[src/rtl/core/assert_macros.svh]
// Assertion helpers for the scheduler RTL.
// Both macros compile away when SYNTHESIS is defined.
`ifndef ASSERT_MACROS_SVH
`define ASSERT_MACROS_SVH
`ifndef SYNTHESIS
`define ASSERT_CLK(label, clk, rst_n, prop) \
    label: assert property (@(posedge clk) disable iff (!rst_n) (prop)) \
        else $error("scheduler assertion failed");
`define ASSERT_NEVER(label, clk, rst_n, cond) \
    label: assert property (@(posedge clk) disable iff (!rst_n) !(cond)) \
        else $error("scheduler forbidden condition seen");
`else
`define ASSERT_CLK(label, clk, rst_n, prop)
`define ASSERT_NEVER(label, clk, rst_n, cond)
`endif
`endif

[src/rtl/core/rrts_pkg.sv]
`default_nettype none

package rrts_pkg;

    localparam int QUEUE_DEPTH = 16;
    localparam int ID_W        = 8;
    localparam int REQ_W       = 2;
    localparam int STAT_W      = 2;
    localparam int COUNT_W     = 5;
    localparam int LEN_W       = $clog2(QUEUE_DEPTH + 1);

    localparam logic [ID_W-1:0] BOOT_ID       = ID_W'(0);
    localparam logic [ID_W-1:0] IDLE_ID_RESET = ID_W'(1);

    typedef enum logic [REQ_W-1:0] {
        REQ_ADD  = 2'd0,
        REQ_KILL = 2'd1,
        REQ_TICK = 2'd2
    } t_req;

    typedef enum logic [STAT_W-1:0] {
        ST_OK        = 2'd0,
        ST_FULL      = 2'd1,
        ST_NOT_FOUND = 2'd2
    } t_status;

    typedef enum logic {
        S_IDLE = 1'b0,
        S_EXEC = 1'b1
    } t_state;

    // controller -> datapath
    typedef struct packed {
        logic load;     // capture request fields
        logic exec;     // apply captured request to the queue
        logic cfg_wr;   // write idle task id
    } t_dp_cmd;

endpackage

`default_nettype wire

[src/rtl/core/rrts_ctrl.sv]
`default_nettype none
`include "assert_macros.svh"

module rrts_ctrl (
    input  wire logic              i_clk,
    input  wire logic              i_rst_n,
    input  wire logic              start,
    output logic                   busy,
    input  wire logic              i_cfg_valid,
    output logic                   o_cfg_ready,
    output logic                   o_strobe,
    output rrts_pkg::t_dp_cmd      o_cmd
);

    rrts_pkg::t_state r_state;
    rrts_pkg::t_state n_state;
    logic             r_strobe;

    always_ff @(posedge i_clk) begin
        if (!i_rst_n) begin
            r_state  <= rrts_pkg::S_IDLE;
            r_strobe <= 1'b0;
        end else begin
            r_state  <= n_state;
            r_strobe <= o_cmd.exec;
        end
    end

    always_comb begin
        n_state = r_state;
        case (r_state)
            rrts_pkg::S_IDLE: begin
                if (start) n_state = rrts_pkg::S_EXEC;
            end
            rrts_pkg::S_EXEC: begin
                n_state = rrts_pkg::S_IDLE;
            end
            default: begin
                n_state = rrts_pkg::S_IDLE;
            end
        endcase
    end

    always_comb begin
        busy         = 1'b0;
        o_cfg_ready  = 1'b0;
        o_cmd.load   = 1'b0;
        o_cmd.exec   = 1'b0;
        o_cmd.cfg_wr = 1'b0;
        case (r_state)
            rrts_pkg::S_IDLE: begin
                o_cfg_ready  = 1'b1;
                o_cmd.load   = start;
                o_cmd.cfg_wr = i_cfg_valid;
            end
            rrts_pkg::S_EXEC: begin
                busy       = 1'b1;
                o_cmd.exec = 1'b1;
            end
            default: begin
                busy = 1'b0;
            end
        endcase
    end

    assign o_strobe = r_strobe;

    `ASSERT_CLK(a_exec_single, i_clk, i_rst_n, r_state == rrts_pkg::S_EXEC |=> r_state == rrts_pkg::S_IDLE)
    `ASSERT_CLK(a_load_to_strobe, i_clk, i_rst_n, o_cmd.load |=> o_cmd.exec ##1 r_strobe)
    `ASSERT_NEVER(a_cfg_while_busy, i_clk, i_rst_n, o_cmd.cfg_wr && busy)

endmodule

`default_nettype wire

[src/rtl/core/rrts_dp.sv]
`default_nettype none
`include "assert_macros.svh"

module rrts_dp (
    input  wire logic                              i_clk,
    input  wire logic                              i_rst_n,
    input  wire rrts_pkg::t_dp_cmd                 i_cmd,
    input  wire logic [rrts_pkg::REQ_W-1:0]        i_req_type,
    input  wire logic [rrts_pkg::ID_W-1:0]         i_task_id,
    input  wire logic [rrts_pkg::ID_W-1:0]         i_cfg_data,
    output logic      [rrts_pkg::ID_W-1:0]         o_running_task,
    output logic      [rrts_pkg::STAT_W-1:0]       o_status,
    output logic      [rrts_pkg::COUNT_W-1:0]      o_ready_count
);

    localparam int DEPTH = rrts_pkg::QUEUE_DEPTH;
    localparam int IW    = rrts_pkg::ID_W;
    localparam int LW    = rrts_pkg::LEN_W;

    // queue row: cell 0 is the head
    logic [IW-1:0]              r_cells [DEPTH];
    logic [IW-1:0]              n_cells [DEPTH];
    logic [IW-1:0]              shifted [DEPTH];
    logic [LW-1:0]              r_len;
    logic [LW-1:0]              n_len;
    logic [IW-1:0]              r_running;
    logic [IW-1:0]              n_running;
    logic [IW-1:0]              r_idle;
    logic [rrts_pkg::REQ_W-1:0] r_req;
    logic [IW-1:0]              r_id;
    rrts_pkg::t_status          r_status;
    rrts_pkg::t_status          n_status;

    logic [DEPTH-1:0]           match;
    logic [DEPTH-1:0]           close_gap;
    logic                       found;
    logic                       full;
    logic                       empty;
    logic                       requeue;

    // per-cell compare, then prefix OR so every cell at or after the
    // first match pulls from its upper neighbour
    always_comb begin
        logic seen;
        seen = 1'b0;
        for (int i = 0; i < DEPTH; i++) begin
            match[i]     = (LW'(i) < r_len) && (r_cells[i] == r_id);
            seen         = seen | match[i];
            close_gap[i] = seen;
        end
    end

    always_comb begin
        for (int i = 0; i < DEPTH - 1; i++) begin
            shifted[i] = r_cells[i + 1];
        end
        shifted[DEPTH-1] = r_running;
    end

    assign found   = |match;
    assign full    = (r_len == LW'(DEPTH));
    assign empty   = (r_len == '0);
    assign requeue = (r_running != rrts_pkg::BOOT_ID) && (r_running != r_idle);

    always_comb begin
        n_cells   = r_cells;
        n_len     = r_len;
        n_running = r_running;
        n_status  = rrts_pkg::ST_OK;
        case (r_req)
            rrts_pkg::REQ_ADD: begin
                if (full) begin
                    n_status = rrts_pkg::ST_FULL;
                end else begin
                    for (int i = 0; i < DEPTH; i++) begin
                        if (LW'(i) == r_len) n_cells[i] = r_id;
                    end
                    n_len = r_len + LW'(1);
                end
            end
            rrts_pkg::REQ_KILL: begin
                if (found) begin
                    for (int i = 0; i < DEPTH; i++) begin
                        if (close_gap[i]) n_cells[i] = shifted[i];
                    end
                    n_len = r_len - LW'(1);
                end else begin
                    n_status = rrts_pkg::ST_NOT_FOUND;
                end
            end
            rrts_pkg::REQ_TICK: begin
                if (requeue) begin
                    // append the running task, then pop the head; length holds
                    n_running = empty ? r_running : r_cells[0];
                    for (int i = 0; i < DEPTH; i++) begin
                        n_cells[i] = (LW'(i + 1) == r_len) ? r_running : shifted[i];
                    end
                end else if (empty) begin
                    n_running = r_idle;
                end else begin
                    n_running = r_cells[0];
                    n_cells   = shifted;
                    n_len     = r_len - LW'(1);
                end
            end
            default: begin
                n_status = rrts_pkg::ST_OK;
            end
        endcase
    end

    always_ff @(posedge i_clk) begin
        if (!i_rst_n) begin
            r_len     <= '0;
            r_running <= rrts_pkg::BOOT_ID;
            r_idle    <= rrts_pkg::IDLE_ID_RESET;
        end else begin
            if (i_cmd.exec) begin
                r_len     <= n_len;
                r_running <= n_running;
            end
            if (i_cmd.cfg_wr) r_idle <= i_cfg_data;
        end
    end

    always_ff @(posedge i_clk) begin
        if (i_cmd.load) begin
            r_req <= i_req_type;
            r_id  <= i_task_id;
        end
        if (i_cmd.exec) begin
            r_cells  <= n_cells;
            r_status <= n_status;
        end
    end

    assign o_running_task = r_running;
    assign o_status       = r_status;
    assign o_ready_count  = rrts_pkg::COUNT_W'(r_len);

    `ASSERT_NEVER(a_len_bound, i_clk, i_rst_n, r_len > LW'(DEPTH))
    `ASSERT_CLK(a_add_grows, i_clk, i_rst_n,
        (i_cmd.exec && r_req == rrts_pkg::REQ_ADD && !full)
            |=> r_len == ($past(r_len) + LW'(1)))
    `ASSERT_CLK(a_kill_miss_holds, i_clk, i_rst_n,
        (i_cmd.exec && r_req == rrts_pkg::REQ_KILL && !found)
            |=> $stable(r_len) && $stable(r_running))

endmodule

`default_nettype wire

[src/rtl/core/round_robin_task_scheduler.sv]
`default_nettype none

// Round-robin task scheduler. A request is taken when start is high and busy
// is low; the queue row updates in the following cycle (busy high for that one
// cycle) and the result is shown with o_strobe high for exactly one cycle after
// that. No new request is taken while busy is high, but one can be taken in the
// strobe cycle itself. A capture register sits in front of the shift-register
// queue, which matches and closes gaps in all cells at once. The receiver
// cannot stall: each result must be taken in its strobe cycle. The idle task
// id is written through the cfg channel, which is ready only while busy is low.
module round_robin_task_scheduler (
    input  wire logic                            i_clk,
    input  wire logic                            i_rst_n,
    input  wire logic                            start,
    output logic                                 busy,
    input  wire logic [rrts_pkg::REQ_W-1:0]      i_req_type,
    input  wire logic [rrts_pkg::ID_W-1:0]       i_task_id,
    input  wire logic                            i_cfg_valid,
    output logic                                 o_cfg_ready,
    input  wire logic [rrts_pkg::ID_W-1:0]       i_cfg_data,
    output logic                                 o_strobe,
    output logic      [rrts_pkg::ID_W-1:0]       o_running_task,
    output logic      [rrts_pkg::STAT_W-1:0]     o_status,
    output logic      [rrts_pkg::COUNT_W-1:0]    o_ready_count
);

    rrts_pkg::t_dp_cmd cmd;

    rrts_ctrl u_ctrl (
        .i_clk       (i_clk),
        .i_rst_n     (i_rst_n),
        .start       (start),
        .busy        (busy),
        .i_cfg_valid (i_cfg_valid),
        .o_cfg_ready (o_cfg_ready),
        .o_strobe    (o_strobe),
        .o_cmd       (cmd)
    );

    rrts_dp u_dp (
        .i_clk          (i_clk),
        .i_rst_n        (i_rst_n),
        .i_cmd          (cmd),
        .i_req_type     (i_req_type),
        .i_task_id      (i_task_id),
        .i_cfg_data     (i_cfg_data),
        .o_running_task (o_running_task),
        .o_status       (o_status),
        .o_ready_count  (o_ready_count)
    );

endmodule

`default_nettype wire

[config.mk]
export PLATFORM = sky130hd
export DESIGN_NAME = round_robin_task_scheduler
export DESIGN_NICKNAME = d
export VERILOG_FILES = /design/src/rtl/core/rrts_pkg.sv /design/src/rtl/core/rrts_ctrl.sv /design/src/rtl/core/rrts_dp.sv /design/src/rtl/core/round_robin_task_scheduler.sv
export VERILOG_INCLUDE_DIRS = /design/src /design/src/rtl/core
export SDC_FILE = /design/constraint.sdc
export NUM_CORES = 1
export LEC_CHECK = 0
export ABC_AREA = 1
export BUFFER_PORTS_ARGS = -buffer_cell sky130_fd_sc_hd__buf_4
export CAP_MARGIN = 20
export CELL_PAD_IN_SITES_DETAIL_PLACEMENT = 1
export CELL_PAD_IN_SITES_GLOBAL_PLACEMENT = 1
export CORE_MARGIN = 5
export CORE_UTILIZATION = 47
export DETAILED_ROUTE_END_ITERATION = 6
export HOLD_SLACK_MARGIN = 0.06
export PLACE_DENSITY_LB_ADDON = 0.1
export SYNTH_ARGS = -nofsm -noshare
export SYNTH_HDL_FRONTEND = slang
export SYNTH_SLANG_ARGS = --single-unit
export TNS_END_PERCENT = 50
[constraint.sdc]
create_clock -name i_clk -period 2.9 [get_ports i_clk]
set_input_delay 0.435 -clock i_clk [delete_from_list [all_inputs] [get_ports i_clk]]
set_output_delay 0.435 -clock i_clk [all_outputs]
set_load 0.1 [all_outputs]
# After elaboration in Yosys (flattened, before gate mapping)

Cells that the tools add are included.

Register bits after elaboration: 163
Input bits: 22
Output and inout port bits: 18
Logic and storage cells: 240

$add $sub $neg: 2
$lt $le $gt $ge: 16
Equal/unequal tests: 73
Mux-type cells: 69
Bitwise logic cells: 16
Reduce and logical (&&, ||, !) cells: 40

Operators by type and width:

| kind                                              | count |
|---|---|
| two-way mux 128 bit                               | 4 |
| two-way mux 8 bit                                 | 50 |
| case mux 128 bit (3 select lines)                 | 1 |
| == test 8 bit                                     | 16 |
| AND reduction 7 bit                               | 16 |
| != test 2 x 1 -> 1 bit, second input constant     | 33 |
| == test 4 x 5 -> 1 bit, first input constant      | 8 |
| < comparator 4 x 5 -> 1 bit, first input constant | 8 |
| == test 3 x 5 -> 1 bit, first input constant      | 4 |
| < comparator 3 x 5 -> 1 bit, first input constant | 4 |
| two-way mux 5 bit                                 | 4 |
| logical AND 1 bit                                 | 17 |
| OR reduction 16 bit                               | 1 |
| bitwise OR 1 bit                                  | 15 |
| case mux 5 bit (3 select lines)                   | 1 |
| == test 2 x 5 -> 1 bit, first input constant      | 2 |
| < comparator 1 x 5 -> 1 bit, first input constant | 2 |
| < comparator 2 x 5 -> 1 bit, first input constant | 2 |
| != test 2 bit, second input constant              | 4 |
| != test 8 bit                                     | 1 |
| nonzero test 8 bit                                | 1 |
| two-way mux 1 bit                                 | 6 |
| AND reduction 6 bit                               | 1 |
| adder 5 x 1 -> 5 bit, second input constant       | 1 |
| other kinds (14)                                  | 14 |

# Longest topological paths before layout

Gate-level depths: netlist (run 1).

Word-level depth: 20
Mapped depth: 17
Gate-level depth less buffers: 16

# Hierarchy

A second synthesis (run 1) with hierarchy kept.

Cells, all modules: 1,694
Area total of the unflattened synthesis: 12,136.6 um2

By module, submodules not included:

| module    | times used | cells an instance | area each (um2) | sequential area each (um2) |
|---|---|---|---|---|
| rrts_dp   | 1          | 1,681             | 12,042.8        | 4,624.4 |
| rrts_ctrl | 1          | 13                | 93.8            | 40.0 |

# Worst setup path before layout (run 1)

No wires, ideal clock.

Path type: register to register
Start point: register u_ctrl.r_state
End point: register u_dp.r_cells[80] in the netlist's numbering (enable)
Setup time: 0.383 ns
Arrival time: 3.183 ns
Required time: 2.517 ns
Slack: -0.667 ns
Stages on the path, launching flop included: 6
Path buffers: 0
Clock period less this slack: 3.567 ns
Cells stage by stage: dfxtp_1 inv_1 nor3_1 o21a_1 nand2_4 nor3_1

Longest elaborated chain between the ends: 2

Ends and longest elaborated chain:

| item                                 | RTL line        | RTL |
|---|---|---|
| start: declaration                   | rrts_ctrl.sv:15 | `rrts_pkg::t_state r_state;` |
| start signal: assignment             | rrts_ctrl.sv:21 | `r_state <= rrts_pkg::S_IDLE;` |
| start signal: assignment             | rrts_ctrl.sv:24 | `r_state <= n_state;` |
| two-way mux 1 bit                    | rrts_ctrl.sv:50 | `case (r_state)` |
| AND reduction 7 bit (no source line) | n/a             |  |
| end signal: assignment               | rrts_dp.sv:132  | `r_cells <= n_cells;` |
| end: declaration                     | rrts_dp.sv:21   | `logic [IW-1:0] r_cells [DEPTH];` |

Every way passes these cells.
A chain may end at the register's enable or synchronous reset.

# Final worst setup path (run 1)

Start point: register u_dp.r_id[0]
End point: register u_dp.r_cells[37] in the netlist's numbering (enable)

Longest elaborated chain between the ends: 15
Elaborated cells on any way between the ends: 47
Those cells by class: eq/ne: 18; bitwise: 11; reduce/logical: 18

Ends and longest elaborated chain:

| item                                     | RTL line       | RTL |
|---|---|---|
| start: declaration                       | rrts_dp.sv:30  | `logic [IW-1:0] r_id;` |
| start signal: assignment                 | rrts_dp.sv:129 | `r_id <= i_task_id;` |
| == test 8 bit                            | rrts_dp.sv:47  | `match[i] = (LW'(i) < r_len) && (r_cells[i] == r_id);` |
| logical AND 1 bit                        | rrts_dp.sv:47  |  |
| bitwise OR 1 bit (11 in series)          | rrts_dp.sv:48  | `seen = seen \| match[i];` |
| != test 2 x 1 -> 1 bit (no source line)  | n/a            |  |
| AND reduction 7 bit (no source line) (*) | n/a            |  |

Every way passes the cells marked *; elsewhere a longest branch is shown, timed or not.

==> results of run 1 <==
flip-flops by register name, summed over array words and instances, names as in the netlist:
| name | flops |
|---|---|
| u_dp.o_running_task | 8 |
| u_dp.r_id | 8 |
| u_ctrl.r_state | 1 |
| u_dp.r_idle | 8 |
| u_dp.r_req | 2 |
| u_dp.o_status | 2 |
| u_dp.r_cells | 128 |
| u_dp.o_ready_count | 5 |
| u_ctrl.o_strobe | 1 |
layout by cell type, fill, tap and decap left out, types with 6 or more instances in the layout:
| cell type | Yosys | final |
|---|---|---|
| xnor2_1 | 41 | 41 |
| nand3_1 | 35 | 35 |
| ha_1 | 9 | 8 |
| o21ai_0 | 258 | 258 |
| o211ai_1 | 6 | 6 |
| a211oi_2 | 6 | 6 |
| inv_2 | 16 | 17 |
| o21ai_1 | 9 | 9 |
| buf_12 | 0 | 16 |
| edfxtp_1 | 140 | 140 |
| nand2_1 | 514 | 514 |
| o31ai_1 | 8 | 8 |
| nor3_1 | 6 | 6 |
| clkbuf_16 | 0 | 18 |
| nor2_2 | 13 | 13 |
| inv_1 | 170 | 168 |
| nor2_1 | 98 | 98 |
| xor2_1 | 17 | 17 |
| a21oi_1 | 134 | 134 |
| dfxtp_1 | 23 | 9 |
| dfxtp_2 | 0 | 14 |
| nand2_4 | 11 | 11 |
| nand4_1 | 27 | 27 |
| buf_4 | 15 | 101 |
cells in the mapped netlist, drive strengths merged:
master | instances | share of area (%)
inv | 187 | 5.9
a21oi | 134 | 5.7
edfxtp | 140 | 35
a211oi | 8 | 0.76
and3 | 1 | 0.053
o2111a | 1 | 0.095
a31oi | 1 | 0.053
xor2 | 17 | 1.3
nor3 | 6 | 0.25
o22ai | 3 | 0.16
nand4 | 27 | 1.4
o21ai | 267 | 11
o21a | 1 | 0.063
nand3 | 38 | 1.8
o31ai | 8 | 0.51
clkbuf | 61 | 1.9
ha | 9 | 0.95
nor4 | 4 | 0.21
dfxtp | 23 | 3.9
o211ai | 6 | 0.38
nand2 | 529 | 18
buf | 50 | 3.3
xnor2 | 41 | 3.0
nor2 | 115 | 4.2
layer usage:
layer,share of wire (%),wire length (um)
met5,0,0
met4,5.2,2570
met3,9.1,4450
met2,45,22100
met1,41,20000
worst reg2reg max path, cell delays in order, from the launching register on:
cell,delay (ps)
edfxtp_1,470
buf_4,250
xnor2_1,200
nand2_1,80
nor2_1,240
nand3_1,150
nand2_1,110
nor2_1,60
nand2_1,100
nor2_4,60
nand2_4,110
nand2_4,100
nor3_1,300
buf_4,250
metrics by stage:
stage	total power [mW]	hold slack, ps	instances
after floorplan	3.67	458	1677
after CTS	6.52	152	2045
after global routing	6.77	152	2045
after global placement	4.16	480	2013
after detailed placement	4.21	483	2013
final	6.54	156	2045
kinds of logic after synthesis:
kind of cell,synth area share [%]
xor+xnor,4.28
simple gates,25.4
fa+ha+maj,0.949
buf+inv,11.1
compound gates,18.9
flops,39.3
power by group:
group	leakage, nW	switching [mW]	total [mW]	internal [mW]
Combinational	4.25	1.02	1.44	0.417
Sequential	1.49	0.0779	2.76	2.68
Clock	0.292	1.13	2.34	1.21
final cells by class:
cell class / count / share of cell area (%)
clock buffers: 20 / 3.53
well taps: 330 / 3.09
multi-input cells: 1216 / 44.1
flip-flops and latches: 163 / 35.1
repair buffers: 117 / 8.08
inverters: 187 / 5.28
clock inverters: 12 / 0.824
worst min-delay path by stage:
| stage | startpoint | end | slack (ps) | depth (start not counted) |
|---|---|---|---|---|
| after floorplan | u_dp.r_idle[7] | u_dp.r_idle[7] | 460 | 2 |
| after global placement | u_dp.r_idle[3] | u_dp.r_idle[3] | 480 | 2 |
| after detailed placement | u_dp.r_idle[3] | u_dp.r_idle[3] | 480 | 2 |
| after CTS | i_task_id[0] | u_dp.r_id[0] | 150 | 1 |
| after global routing | i_req_type[1] | u_dp.r_req[1] | 150 | 1 |
| final | i_task_id[0] | u_dp.r_id[0] | 160 | 1 |
==> flow_summary.ini, run 1 <==
[status]
outcome = complete, no violations

[critical_path]
crit_top_cell = nand2_1
slowest_stage = edfxtp_1
r2r_slack_ps = 120
arrival_ps = 2940
endpoint_kind = register
max_stage_delay_ps = 470
crit_chain = buf_4 > xnor2_1 > nand2_1 > nor2_1 > nand3_1 > nand2_1 > nor2_1 > nand2_1 > nor2_4 > nand2_4 > nand2_4 > nor3_1 > buf_4
r2r_start = u_dp.r_id[0]
critical_path.top_delay_family = simple AND/OR/NAND/NOR gates
cp_max_fo = 10
cp-startpoint = u_dp.r_id[0]
start_kind = register
timing.rr.end = u_dp.r_cells[37]
path_buf_inv = 2
crit_required_ps = 3050
crit_path_end = u_dp.r_cells[37]
cp_num_cells = 13
critical_path_class = reg2reg
r2r_cells = 13

[clocking]
cts_buffers = 17
cts.sinks = 163
h-tree-depth = 4
cts_tree = yes
cts_setup_buffers = 0
root_buffer = clkbuf_16
cts_resized = 0
clkSlewWorstSetupHoldPaths_ps = 80
holdBufCountCts = 0
clockBufferDepth = 2
clock_latency_ps = 450

[global_route]
overflow = 0
track_usage_pct = 34.2
grt_use_met2_pct = 54.3
grt_max_degree = 124
top_usage_layer = met2
use_met1_pct = 45.5
grt_pass1_wl_um = 73900
grt_pass1_vias = 12300
grt_antenna_before_repair = 0
grt_util_met3_pct = 6.45

[floorplan]
num_rows = 58
die_h_um = 169
die_area_mm2 = 0.0285
fp.coreArea_mm2 = 0.0250
initial_core_util_pct = 47.4
die_w_um = 169
io_pins = 40

[route]
vias_per_cell = 6.00
wl_per_cell_um = 24.0
drt-total-wl_um = 49100
drtIter0Drc = 1093
routed-via-count = 12300
first_pass_iters = 7
drcViolationCount = 0
ant_nets = 0

[pwr]
ir_drop_mv = 0.345
leakagePower_nw = 6.03
powerDensity_mw_per_mm2 = 490

[synthesis]
synth_area_mm2 = 0.0119
ys_ff_latch = 163
ys_seq_area_share_pct = 39.3
synth_warnings = 0
yosysUniqueCellTypes = 38
syn-num-nets = 1708
syn_inst = 1677
synth.avg_cell_area_um2 = 7.08

[sta]
setup_tns_ps = 0
fin_crit_sh_pct = 96.0
rsz0062_at_grt = no
final-setup-viol-count = 0
finalHoldViolCount = 0
period_minus_slack_ps = 2780
skew_ps = 15.1
tightest_slew_ps = 787
finalWorstSetupSlack_ps = 116
fmax_mhz = 359
drv_slew = 0
worst_slew_margin_rel_pct = 47.5

[job]
cap_violations = 0

[layout]
antennaDiodeCount = 0
utilization_pct = 53.3
drive_above_1_share_pct = 13.1
regArea_mm2 = 0.00468
multi_input_area_mm2 = 0.00589
layout.nets = 1733
fillers = 3261
finalInstanceArea_mm2 = 0.0134
syn_to_final_growth_pct = 12.5

[placement]
io_buffer_count = 39
placed_area_mm2 = 0.0128
post-place-ws_ps = 195
place_congestion = 0.972
dpl.hpwl_um = 33000

[hold_path]
hold_class = in2reg
No activity file was read; power rests on OpenSTA's default activity.
==> inputs of run 2 (changes only) <==
==> constraint.sdc (replaced) <==
create_clock -name i_clk -period 2.9 [get_ports i_clk]
set_input_delay 0.145 -clock i_clk [delete_from_list [all_inputs] [get_ports i_clk]]
set_output_delay 0.145 -clock i_clk [all_outputs]
set_load 0.1 [all_outputs]
==> run 2 against run 1 <==
  * Power grew 1.4%
  * Design area grew 1.9%
  * Non-clock buffer count grew 21
  * Sequential power is essentially flat
  * Register-to-register slack is essentially flat
  * Clock skew grew 8.6 ps
==> flow_summary.ini, run 2 (synthesis gave the netlist of run 1 again) <==
[status]
outcome = complete, no violations

[critical_path]
crit_required_ps = 3050
max_stage_delay_ps = 470
start_kind = register
slowest_stage = edfxtp_1
crit_chain = buf_4 > xnor2_1 > nand2_1 > nor2_2 > nand3_1 > nand2_1 > nor2_1 > nand2_1 > nor2_4 > nand2_4 > nand2_4 > buf_12 > nor3_1 > buf_4
critical_path_class = reg2reg
crit_top_cell = nand2_1
endpoint_kind = register
path_buf_inv = 3
cp_max_fo = 10
arrival_ps = 2920
critical_path.top_delay_family = simple AND/OR/NAND/NOR gates

[sta]
finalHoldViolCount = 0
skew_ps = 23.6
worst_slew_margin_rel_pct = 49.9
fin_crit_sh_pct = 95.5
rsz0062_at_grt = no
whs_ps = 292
tightest_slew_ps = 751
period_minus_slack_ps = 2770
fmax_mhz = 361
drv_slew = 0
final-setup-viol-count = 0
finalWorstSetupSlack_ps = 130

[global_route]
grt_antenna_before_repair = 1
track_usage_pct = 34.5
grt_max_degree = 124
grt_pass1_wl_um = 75200
overflow = 0
grt_pass1_vias = 12700

[layout]
utilization_pct = 54.3
syn_to_final_growth_pct = 14.7
drive_above_1_share_pct = 13.1
final_cells = 2066
largest_reg_flops = 128
antennaDiodeCount = 0
top_register = u_dp.r_cells
fillers = 3214
layout.nets = 1754
layout_common_cells = nand2_1 (514), o21ai_0 (258), inv_1 (168)
final_common_cell = nand2_1

[placement]
dpl.hpwl_um = 32900
dp_cells = 2013
place_congestion = 0.986
post-place-ws_ps = 126
io_buffer_count = 39

[floorplan]
num_rows = 58
io_pins = 40
die_area_mm2 = 0.0285
die_w_um = 169
initial_core_util_pct = 47.4
die_h_um = 169
fp.coreArea_mm2 = 0.0250

[clocking]
h-tree-depth = 4
clockBufferDepth = 2
cts_buffers = 17
cts.sinks = 163
clkSlewWorstSetupHoldPaths_ps = 100
root_buffer = clkbuf_16
cts_setup_buffers = 0
clock_latency_ps = 460
cts_tree = yes

[pwr]
leakagePower_nw = 6.12
ir_drop_mv = 0.394
powerDensity_mw_per_mm2 = 487

[route]
routed-via-count = 12400
first_pass_iters = 5
drt-total-wl_um = 49600
drcViolationCount = 0
vias_per_cell = 6.00
ant_nets = 0
drtIter0Drc = 1189
wl_per_cell_um = 24.0

[job]
cap_violations = 0

[hold_path]
hold_class = in2reg
## run 2: cell count changes in the layout (fill, tap and decap cells not counted), sizes merged
cell / change
clkbuf: -3
dlygate4sd3: +21
inv: +1
clkinv: +2
## run 2: path summary, 6_finish.rpt
kind	from	end	slack, ps	depth (start not counted)
min	i_cfg_valid	u_dp.r_idle[1]	290	3
min reg2reg	u_dp.r_idle[6]	u_dp.r_idle[6]	500	2
max	u_dp.r_id[0]	u_dp.r_cells[86]	130	14
max reg2reg	u_dp.r_id[0]	u_dp.r_cells[86]	130	14
## run 2: layout make-up
class | count | area, um2 | area share, %
well taps | 330 | 413 | 3.03
clock buffers | 17 | 425 | 3.13
repair buffers | 138 | 1290 | 9.50
clock inverters | 15 | 179 | 1.31
flip-flops and latches | 163 | 4680 | 34.4
inverters | 187 | 708 | 5.20
multi-input cells | 1216 | 5910 | 43.4
## run 2: repair_timing
action                                  CTS  global route
resized for setup                         0             5
endpoints found under the setup margin    0             8
hold buffers                             21             0
endpoints found under the hold margin    22             0
## run 2: routing by layer
layer	share of wire (%)	track usage (%)	routed length, um	vias up
met2	46	56.4	22800	611
met1	41	45.6	20300	6041
li1	-	-	-	5576
met5	0.026	0	13	-
met4	5.0	15.7	2490	2
met3	8.1	5.00	4010	159
## run 2: worst min-delay path, stage by stage
cell and delay, ps:
buf_4 80, nand2_1 270, a21oi_1 230
## run 2: stage by stage
stage          power (mW)  cell area [um2]  TNS, ps
2_1_floorplan        3.67            11900    -1600
3_3_place_gp         4.16            12800        0
3_5_place_dp         4.20            12800        0
4_1_cts              6.57            13600        0
5_1_grt              6.84            13600        0
6_report             6.63            13600        0
## run 2: report_power, final
part	switching [mW]	internal [mW]
clock	1.23	1.17
sequential	0.0790	2.68
combinational	1.03	0.437
